### src/sv/sorted_list_insert_and_readout_defines.svh
// Assertion macros shared by the sorted list RTL
`ifndef SORTED_LIST_INSERT_AND_READOUT_DEFINES_SVH
`define SORTED_LIST_INSERT_AND_READOUT_DEFINES_SVH

// Same-cycle implication, checked outside reset
`define SLI_ASSERT_NOW(name, ante, cons) \
  name: assert property (@(posedge clk) disable iff (!rst_n) (ante) |-> (cons)) \
    else $error("sorted list assertion failed");

// Next-cycle implication, checked outside reset
`define SLI_ASSERT_NEXT(name, ante, cons) \
  name: assert property (@(posedge clk) disable iff (!rst_n) (ante) |=> (cons)) \
    else $error("sorted list assertion failed");

`endif

### src/sv/sli_pkg.sv
// Shared constants, codes and types of the sorted list block
package sli_pkg;

  localparam int CAPACITY = 32;
  localparam int DATA_W   = 32;
  localparam int AW       = $clog2(CAPACITY);
  localparam int CW       = $clog2(CAPACITY + 1);

  // operation codes
  localparam logic [1:0] OP_INSERT   = 2'd0;
  localparam logic [1:0] OP_READ_FWD = 2'd1;
  localparam logic [1:0] OP_READ_REV = 2'd2;

  // order modes
  localparam logic [1:0] MODE_ASC  = 2'd1;
  localparam logic [1:0] MODE_DESC = 2'd2;

  // result status codes
  localparam logic [1:0] ST_DONE = 2'd0;
  localparam logic [1:0] ST_FULL = 2'd1;
  localparam logic [1:0] ST_OFF  = 2'd2;

  // values reported for an empty list
  localparam logic signed [DATA_W-1:0] INT_MIN = {1'b1, {(DATA_W-1){1'b0}}};
  localparam logic signed [DATA_W-1:0] INT_MAX = {1'b0, {(DATA_W-1){1'b1}}};

  // comparator result: a below b, a above b
  typedef struct packed {
    logic lt;
    logic gt;
  } cmp_res_t;

endpackage

### src/sv/sli_ram.sv
// Generic single-write, single-read RAM with registered read data
module sli_ram #(
  parameter int WIDTH = 32,
  parameter int DEPTH = 32
) (
  input  logic                     clk,
  input  logic                     we,
  input  logic [$clog2(DEPTH)-1:0] waddr,
  input  logic [WIDTH-1:0]         wdata,
  input  logic                     re,
  input  logic [$clog2(DEPTH)-1:0] raddr,
  output logic [WIDTH-1:0]         rdata
);

  logic [WIDTH-1:0] mem [DEPTH];

  always_ff @(posedge clk) begin
    if (we) begin
      mem[waddr] <= wdata;
    end
    if (re) begin
      rdata <= mem[raddr];
    end
  end

endmodule

### src/sv/sli_cmp.sv
// Shared signed magnitude comparator used by the insert search
module sli_cmp
  import sli_pkg::*;
(
  input  logic signed [DATA_W-1:0] a,
  input  logic signed [DATA_W-1:0] b,
  output cmp_res_t                 res
);

  assign res.lt = (a < b);
  assign res.gt = (a > b);

endmodule

### src/sv/sorted_list_insert_and_readout.sv
// Top level of the sorted list: sequencer, entry RAM and output register
//
//  channel | direction | handshake              | word
//  --------+-----------+------------------------+-------------------------------------
//  in      | input     | in_valid / in_ready    | operation, new_value
//  out     | output    | out_valid / out_ready  | item, head, tail, last, empty, status
//  cfg     | input     | cfg_we (no wait)       | order mode
//
// While an insert is in progress in_ready stays low: the scan reads the entries up to
// the slot, every entry from the slot upward is moved one place up, then the value is
// written and the result loaded. Ignored inserts, unused ops and readouts of an empty
// list go straight from idle to the result word.
// A readout gives one word per cycle while out_ready is high; the RAM read data is registered.
// rst_n is synchronous; the RAM is not cleared, the entry count is.
// in_ready is high only while the sequencer is idle; a stalled out word
// holds the sequencer in its emitting state.
module sorted_list_insert_and_readout
  import sli_pkg::*;
(
  input  logic                     clk,
  input  logic                     rst_n,
  // input channel
  input  logic                     in_valid,
  output logic                     in_ready,
  input  logic [1:0]               in_operation,
  input  logic signed [DATA_W-1:0] in_new_value,
  // result channel
  output logic                     out_valid,
  input  logic                     out_ready,
  output logic signed [DATA_W-1:0] out_item_value,
  output logic signed [DATA_W-1:0] out_head_value,
  output logic signed [DATA_W-1:0] out_tail_value,
  output logic                     out_last_of_run,
  output logic                     out_list_empty,
  output logic [1:0]               out_status,
  // configuration
  input  logic                     cfg_we,
  input  logic [1:0]               cfg_wdata
);

`include "sorted_list_insert_and_readout_defines.svh"

  // sequencer states
  localparam logic [2:0] S_IDLE  = 3'd0;
  localparam logic [2:0] S_SRCH  = 3'd1;
  localparam logic [2:0] S_SHIFT = 3'd2;
  localparam logic [2:0] S_PUT   = 3'd3;
  localparam logic [2:0] S_RES   = 3'd4;
  localparam logic [2:0] S_RD    = 3'd5;

  logic [2:0]               state_r, state_nxt;
  logic [CW-1:0]            count_r, count_nxt;
  logic [1:0]               order_mode_r;
  logic signed [DATA_W-1:0] head_r, head_nxt;
  logic signed [DATA_W-1:0] tail_r, tail_nxt;
  logic signed [DATA_W-1:0] val_r, val_nxt;
  logic                     asc_r, asc_nxt;
  logic [AW-1:0]            pos_r, pos_nxt;
  logic [AW-1:0]            ni_r, ni_nxt;
  cmp_res_t                 prev_r, prev_nxt;
  logic [AW-1:0]            sa_r, sa_nxt;
  logic [AW-1:0]            wa_r, wa_nxt;
  logic                     iss_r, iss_nxt;
  logic                     pend_r, pend_nxt;
  logic [AW-1:0]            idx_r, idx_nxt;
  logic                     fwd_r, fwd_nxt;
  logic [1:0]               status_r, status_nxt;

  // output register
  logic                     out_valid_r, out_valid_nxt;
  logic signed [DATA_W-1:0] out_item_r, out_item_nxt;
  logic signed [DATA_W-1:0] out_head_r, out_head_nxt;
  logic signed [DATA_W-1:0] out_tail_r, out_tail_nxt;
  logic                     out_last_r, out_last_nxt;
  logic                     out_empty_r, out_empty_nxt;
  logic [1:0]               out_status_r, out_status_nxt;

  // RAM and comparator hookup
  logic                     ram_we, ram_re;
  logic [AW-1:0]            ram_waddr, ram_raddr;
  logic [DATA_W-1:0]        ram_wdata, ram_rdata;
  logic signed [DATA_W-1:0] cmp_a, cmp_b;
  cmp_res_t                 cmp_res;

  logic                     out_load;
  logic                     mode_on;
  logic                     is_empty;
  logic [CW-1:0]            cnt_m1;
  logic [AW-1:0]            cnt_last_a;
  logic                     match;
  logic                     rd_last;

  sli_ram #(
    .WIDTH (DATA_W),
    .DEPTH (CAPACITY)
  ) u_ram (
    .clk   (clk),
    .we    (ram_we),
    .waddr (ram_waddr),
    .wdata (ram_wdata),
    .re    (ram_re),
    .raddr (ram_raddr),
    .rdata (ram_rdata)
  );

  sli_cmp u_cmp (
    .a   (cmp_a),
    .b   (cmp_b),
    .res (cmp_res)
  );

  // comparator operands: head on accept, streamed entry during the scan
  assign cmp_a = (state_r == S_IDLE) ? in_new_value : val_r;
  assign cmp_b = (state_r == S_IDLE) ? head_r : $signed(ram_rdata);

  assign in_ready   = (state_r == S_IDLE);
  assign out_load   = !out_valid_r || out_ready;
  assign mode_on    = (order_mode_r == MODE_ASC) || (order_mode_r == MODE_DESC);
  assign is_empty   = (count_r == '0);
  assign cnt_m1     = count_r - CW'(1);
  assign cnt_last_a = cnt_m1[AW-1:0];
  // new value sits between previous entry and the one just read
  assign match      = asc_r ? (!prev_r.lt && cmp_res.lt) : (!prev_r.gt && cmp_res.gt);
  assign rd_last    = fwd_r ? (CW'(idx_r) == cnt_m1) : (idx_r == '0);

  // sequencer
  always_comb begin
    state_nxt      = state_r;
    count_nxt      = count_r;
    head_nxt       = head_r;
    tail_nxt       = tail_r;
    val_nxt        = val_r;
    asc_nxt        = asc_r;
    pos_nxt        = pos_r;
    ni_nxt         = ni_r;
    prev_nxt       = prev_r;
    sa_nxt         = sa_r;
    wa_nxt         = wa_r;
    iss_nxt        = iss_r;
    pend_nxt       = pend_r;
    idx_nxt        = idx_r;
    fwd_nxt        = fwd_r;
    status_nxt     = status_r;
    out_valid_nxt  = out_valid_r && !out_ready;
    out_item_nxt   = out_item_r;
    out_head_nxt   = out_head_r;
    out_tail_nxt   = out_tail_r;
    out_last_nxt   = out_last_r;
    out_empty_nxt  = out_empty_r;
    out_status_nxt = out_status_r;
    ram_we         = 1'b0;
    ram_waddr      = pos_r;
    ram_wdata      = val_r;
    ram_re         = 1'b0;
    ram_raddr      = idx_r;

    case (state_r)
      S_IDLE: begin
        if (in_valid) begin
          status_nxt = ST_DONE;
          case (in_operation)
            OP_INSERT: begin
              if (!mode_on) begin
                status_nxt = ST_OFF;
                state_nxt  = S_RES;
              end else if (count_r == CW'(CAPACITY)) begin
                status_nxt = ST_FULL;
                state_nxt  = S_RES;
              end else begin
                val_nxt = in_new_value;
                asc_nxt = (order_mode_r == MODE_ASC);
                if (is_empty) begin
                  pos_nxt   = '0;
                  state_nxt = S_PUT;
                end else if ((order_mode_r == MODE_ASC) ? cmp_res.lt : cmp_res.gt) begin
                  // new head: move every entry up by one
                  pos_nxt   = '0;
                  sa_nxt    = cnt_last_a;
                  iss_nxt   = 1'b1;
                  pend_nxt  = 1'b0;
                  state_nxt = S_SHIFT;
                end else if (count_r == CW'(1)) begin
                  pos_nxt   = AW'(1);
                  state_nxt = S_PUT;
                end else begin
                  // scan pairs starting with entries 0 and 1
                  prev_nxt  = cmp_res;
                  ram_re    = 1'b1;
                  ram_raddr = AW'(1);
                  ni_nxt    = AW'(1);
                  state_nxt = S_SRCH;
                end
              end
            end
            OP_READ_FWD, OP_READ_REV: begin
              if (is_empty) begin
                state_nxt = S_RES;
              end else begin
                fwd_nxt   = (in_operation == OP_READ_FWD);
                idx_nxt   = (in_operation == OP_READ_FWD) ? '0 : cnt_last_a;
                ram_re    = 1'b1;
                ram_raddr = idx_nxt;
                state_nxt = S_RD;
              end
            end
            default: begin
              state_nxt = S_RES;
            end
          endcase
        end
      end

      // one entry per cycle through the comparator
      S_SRCH: begin
        if (match) begin
          pos_nxt   = ni_r;
          sa_nxt    = cnt_last_a;
          iss_nxt   = 1'b1;
          pend_nxt  = 1'b0;
          state_nxt = S_SHIFT;
        end else if (CW'(ni_r) == cnt_m1) begin
          pos_nxt   = count_r[AW-1:0];
          state_nxt = S_PUT;
        end else begin
          prev_nxt  = cmp_res;
          ram_re    = 1'b1;
          ram_raddr = ni_r + AW'(1);
          ni_nxt    = ni_r + AW'(1);
        end
      end

      // read entry sa, write it one place up in the following cycle
      S_SHIFT: begin
        ram_we    = pend_r;
        ram_waddr = wa_r;
        ram_wdata = ram_rdata;
        if (iss_r) begin
          ram_re    = 1'b1;
          ram_raddr = sa_r;
          wa_nxt    = sa_r + AW'(1);
          pend_nxt  = 1'b1;
          if (sa_r == pos_r) begin
            iss_nxt = 1'b0;
          end else begin
            sa_nxt = sa_r - AW'(1);
          end
        end else begin
          pend_nxt  = 1'b0;
          state_nxt = S_PUT;
        end
      end

      // write the new value and track head and tail
      S_PUT: begin
        ram_we    = 1'b1;
        ram_waddr = pos_r;
        ram_wdata = val_r;
        if (pos_r == '0) begin
          head_nxt = val_r;
        end
        if (CW'(pos_r) == count_r) begin
          tail_nxt = val_r;
        end
        count_nxt = count_r + CW'(1);
        state_nxt = S_RES;
      end

      // single result word
      S_RES: begin
        if (out_load) begin
          out_valid_nxt  = 1'b1;
          out_item_nxt   = '0;
          out_head_nxt   = is_empty ? INT_MIN : head_r;
          out_tail_nxt   = is_empty ? INT_MAX : tail_r;
          out_last_nxt   = 1'b1;
          out_empty_nxt  = is_empty;
          out_status_nxt = status_r;
          state_nxt      = S_IDLE;
        end
      end

      // readout: one word per cycle while the out word is not stalled, next read issued with each load
      S_RD: begin
        if (out_load) begin
          out_valid_nxt  = 1'b1;
          out_item_nxt   = $signed(ram_rdata);
          out_head_nxt   = head_r;
          out_tail_nxt   = tail_r;
          out_last_nxt   = rd_last;
          out_empty_nxt  = 1'b0;
          out_status_nxt = ST_DONE;
          if (rd_last) begin
            state_nxt = S_IDLE;
          end else begin
            idx_nxt   = fwd_r ? (idx_r + AW'(1)) : (idx_r - AW'(1));
            ram_re    = 1'b1;
            ram_raddr = idx_nxt;
          end
        end
      end

      default: begin
        state_nxt = S_IDLE;
      end
    endcase
  end

  // control registers
  always_ff @(posedge clk) begin
    if (!rst_n) begin
      state_r      <= S_IDLE;
      count_r      <= '0;
      order_mode_r <= MODE_ASC;
      out_valid_r  <= 1'b0;
      iss_r        <= 1'b0;
      pend_r       <= 1'b0;
    end else begin
      state_r     <= state_nxt;
      count_r     <= count_nxt;
      out_valid_r <= out_valid_nxt;
      iss_r       <= iss_nxt;
      pend_r      <= pend_nxt;
      if (cfg_we) begin
        order_mode_r <= cfg_wdata;
      end
    end
  end

  // payload registers
  always_ff @(posedge clk) begin
    head_r       <= head_nxt;
    tail_r       <= tail_nxt;
    val_r        <= val_nxt;
    asc_r        <= asc_nxt;
    pos_r        <= pos_nxt;
    ni_r         <= ni_nxt;
    prev_r       <= prev_nxt;
    sa_r         <= sa_nxt;
    wa_r         <= wa_nxt;
    idx_r        <= idx_nxt;
    fwd_r        <= fwd_nxt;
    status_r     <= status_nxt;
    out_item_r   <= out_item_nxt;
    out_head_r   <= out_head_nxt;
    out_tail_r   <= out_tail_nxt;
    out_last_r   <= out_last_nxt;
    out_empty_r  <= out_empty_nxt;
    out_status_r <= out_status_nxt;
  end

  assign out_valid       = out_valid_r;
  assign out_item_value  = out_item_r;
  assign out_head_value  = out_head_r;
  assign out_tail_value  = out_tail_r;
  assign out_last_of_run = out_last_r;
  assign out_list_empty  = out_empty_r;
  assign out_status      = out_status_r;

  // checks
  `SLI_ASSERT_NOW(a_count_max, 1'b1, count_r <= CW'(CAPACITY))
  `SLI_ASSERT_NOW(a_no_write_idle, state_r == S_IDLE || state_r == S_RES || state_r == S_RD, !ram_we)
  `SLI_ASSERT_NEXT(a_count_only_put, state_r != S_PUT, count_r == $past(count_r))
  `SLI_ASSERT_NOW(a_readout_nonempty, state_r == S_RD, count_r != '0)

endmodule

### config.mk
export PLATFORM = sky130hd
export DESIGN_NAME = sorted_list_insert_and_readout
export DESIGN_NICKNAME = d
export VERILOG_FILES = /design/src/sv/sli_pkg.sv /design/src/sv/sli_ram.sv /design/src/sv/sli_cmp.sv /design/src/sv/sorted_list_insert_and_readout.sv
export VERILOG_INCLUDE_DIRS = /design/src /design/src/sv
export SDC_FILE = /design/constraint.sdc
export NUM_CORES = 2
export LEC_CHECK = 0
export BUFFER_PORTS_ARGS = -buffer_cell sky130_fd_sc_hd__buf_4
export CORE_ASPECT_RATIO = 0.75
export CORE_MARGIN = 2
export CORE_UTILIZATION = 55
export CTS_BUF_LIST = sky130_fd_sc_hd__clkbuf_4
export DETAILED_ROUTE_END_ITERATION = 6
export PLACE_DENSITY = 0.74
export REMOVE_ABC_BUFFERS = 1
export SETUP_SLACK_MARGIN = 0.15
export SLEW_MARGIN = 5
export SYNTH_ARGS = -nofsm -noshare
export SYNTH_HDL_FRONTEND = slang
export SYNTH_SLANG_ARGS = --single-unit
### constraint.sdc
create_clock -name clk -period 5.55 [get_ports clk]
set_clock_uncertainty 0.15 [all_clocks]
set_input_delay 0.2775 -clock clk [delete_from_list [all_inputs] [get_ports clk]]
set_output_delay 0.2775 -clock clk [all_outputs]
set_load 0.1 [all_outputs]
==> flow_metrics.py <==
metrics = {
    "status": {
        "status": "finished, violations left",
        "violations": "design-rule violations, negative setup slack",
    },
    "floorplan": {
        "initial_core_util": 0.555,
        "coreArea_um2": 93500,
        "fp-row-count": 97,
        "die_width_um": 359,
        "pin_count": 143,
        "die_area_um2": 96800,
        "fp.dieH_um": 270,
    },
    "clock_tree": {
        "cts_tree": "built",
        "clk_pin_slew_worst_paths_ns": 0.07,
        "htree_levels": 5,
        "clockBufferDepth": 4,
        "cts.sinks": 1297,
        "clk_latency_ns": 1.25,
        "clockRootBuffer": "clkbuf_4",
        "cts_made_buffers": 316,
    },
    "run": {
        "max_cap_violations": 0,
    },
    "detailed_routing": {
        "first_pass_iters": 7,
        "vias": 33900,
        "drt_iter0_drc": 6050,
        "ant_nets": 0,
        "wire_per_inst_um": 31.1,
        "vias_per_cell": 6.45,
        "drc": 1,
        "wl_um": 163000,
    },
    "layout": {
        "utilization": 0.683,
        "syn2layout_area_growth_pct": 23.0,
        "drive_gt1_frac": 0.347,
        "final_area_um2": 63800,
        "fillers": 5890,
        "nets": 3883,
    },
    "setup_path": {
        "crit_path_max_fanout": 8,
        "path_class": "register to register",
        "reg2reg_from": "state_r[2]",
        "reg2reg_slack_ns": -0.07,
        "worst_ep_required_time_ns": 6.33,
        "worstPathArrival_ns": 6.40,
        "worstReg2RegEnd": "u_ram.rdata[3]",
        "crit_path_start": "state_r[2]",
        "end_kind": "register",
        "rr_worst_depth": 25,
        "cp-start-kind": "register",
    },
    "synthesis": {
        "ys_async_sr_fraction": 0,
        "synth_seq_area_share": 0.748,
        "ys_types": 74,
        "netlist_instances": 3056,
        "synth_top_area_cell": "edfxtp_1",
        "avgSynthCellArea_um2": 17.0,
        "ys_seq_elements": 1297,
        "synthesis.area_um2": 51900,
        "yosysTopAreaCellShare": 0.743,
        "synthTopCellsByCount": "edfxtp_1, nand2_1, mux4_2",
        "ys.flop_type": "edfxtp_1",
        "yosysMostFrequentCell": "edfxtp_1",
        "synthTopCellsByArea": "edfxtp_1, mux4_2, nand2_1",
        "ys_warn_count": 0,
        "synth_edf_count": 1283,
    },
    "place": {
        "dp_slack_ns": -0.747,
        "io_buffers": 142,
        "gp_congestion": 0.956,
        "place_area_um2": 56800,
        "dp_hpwl_um": 92400,
    },
    "sta": {
        "finalHoldViolations": 0,
        "fmax_mhz": 178,
        "rsz0062_at_grt": "yes",
        "finalWorstSetupSlack_ns": -0.0658,
        "fin_crit_ns": 5.62,
        "setup_tns_ns": -0.175,
        "worst_slew_pin_slew_ns": 1.16,
        "drv_slew": 0,
        "setup_viol": 8,
        "holdWs_ns": 0.114,
        "min_period_over_period": 1.01,
        "relSlewSlack": 0.226,
    },
    "global_route": {
        "grt_max_degree": 101,
        "grt_pass1_vias": 32500,
        "antenna_found_initial": 5,
        "grt.overflow.total": 0,
        "grt_usage": 0.329,
        "grt_pass1_wl_um": 225000,
    },
    "power_and_ir_drop": {
        "power.leakage_nw": 22.2,
        "power.density_nw_per_um2": 665,
        "max-vdd-ir-drop_uv": 499,
    },
    "min_path": {
        "hold_class": "primary input to register",
        "holdPathStages": 4,
        "hold_end": "idx_r[3]",
        "min_from": "in_valid",
    },
}
repair_timing:
| action | in CTS | in global routing |
|---|---|---|
| setup buffers | 32 | 37 |
| pin swaps | 36 | 50 |
| resized for setup | 99 | 133 |
| hold buffers | 83 | 0 |
| cloned | 5 | 18 |
| endpoints found under the setup margin | 58 | 32 |
| hold endpoints to repair | 115 | 0 |
layout by cell type, fill, tap and decap left out, types with 29 or more instances in the layout:
cell / Yosys / routed
and3_1: 40 / 38
a21oi_1: 44 / 38
o22ai_1: 97 / 29
nor4_2: 34 / 34
nand4_1: 41 / 41
mux4_2: 188 / 188
mux2i_1: 59 / 47
ha_1: 45 / 38
o22ai_2: 0 / 63
nand3_1: 154 / 135
nor2_4: 0 / 34
buf_6: 2 / 36
nor2_1: 90 / 56
nand2_1: 507 / 498
buf_12: 0 / 70
nand2b_1: 42 / 42
buf_4: 3 / 363
clkinv_1: 0 / 61
dlygate4sd3_1: 0 / 83
clkbuf_4: 4 / 447
edfxtp_1: 1283 / 1283
and2_1: 44 / 43
per-layer routing:
layer,GRT usage,vias to the layer above,wire [um]
met5,0,-,242
met4,0.134,8,6370
met3,0.0926,418,26000
met2,0.463,3052,70400
met1,0.488,16800,60500
li1,-,13600,-
worst max-delay path by stage:
stage	end	depth (start not counted)
after floorplan	u_ram.rdata[30]	17
after global placement	u_ram.rdata[0]	22
after detailed placement	u_ram.rdata[0]	22
after CTS	u_ram.rdata[10]	25
after global routing	u_ram.rdata[0]	27
final	u_ram.rdata[3]	25
final cells by class:
cell class	count	area, um2	share of cell area
timing repair inverter	1	16.3	0.000255
sequential	1297	38800	0.608
clock buffer	447	3360	0.0526
multi-input combinational	1578	13500	0.211
tap	1237	1550	0.0243
antenna	9	22.5	0.000353
clock inverter	84	359	0.00563
inverter	17	76.3	0.00120
timing repair buffer	585	6160	0.0965
state kept, by name (all words and copies together) (netlist names), 2 cells and up:
| name | flops |
|---|---|
| out_tail_value | 32 |
| u_ram.mem | 1024 |
| head_r | 32 |
| tail_r | 32 |
| ni_r | 5 |
| wa_r | 5 |
| out_head_value | 32 |
| out_item_value | 32 |
| out_status | 2 |
| order_mode_r | 2 |
| u_ram.rdata | 32 |
| state_r | 3 |
| idx_r | 5 |
| status_r | 2 |
| sa_r | 5 |
| val_r | 32 |
| count_r | 6 |
| pos_r | 5 |
| prev_r | 2 |
cells by family after synthesis:
group                      synth area share
adders and majority gates            0.0112
and+or+nand+nor                      0.0948
xor gates and xnor gates            0.00728
DFF                                   0.748
AOI/OAI and AO/OA                    0.0285
buffers and inverters                0.0169
muxes                                0.0934
critical path, stage by stage (launching register included):
cell and delay [ns]:
dfxtp_2 0.36, nor2_4 0.06, nand2_8 0.14, clkinv_8 0.13
buf_12 0.15, buf_12 0.14, mux2i_4 0.19, buf_6 0.14
ha_4 0.26, nand4_1 0.25, buf_4 0.24, o211a_1 0.24
or2_4 0.26, a21boi_2 0.16, buf_6 0.13, a22o_1 0.21
o32ai_2 0.24, nand3_2 0.15, a221oi_4 0.25, buf_12 0.19
buf_12 0.12, clkbuf_16 0.19, buf_12 0.14, mux4_2 0.53
o22ai_1 0.26, nor4_2 0.09
power by group:
group	leakage (nW)	switching (W)	total, W	internal (W)
logic	8.36	0.0125	0.0224	0.00985
registers	11.6	0.000376	0.0126	0.0122
clock network	2.26	0.00374	0.00749	0.00375
per-stage QoR:
step / power [W] / instances
finish: 0.0424 / 5255
global route: 0.0438 / 5251
CTS: 0.0397 / 5191
detailed placement: 0.0307 / 4540
global placement: 0.0302 / 4540
floorplan: 0.0214 / 2892
Note: power is estimated with default switching activity, not from simulation.
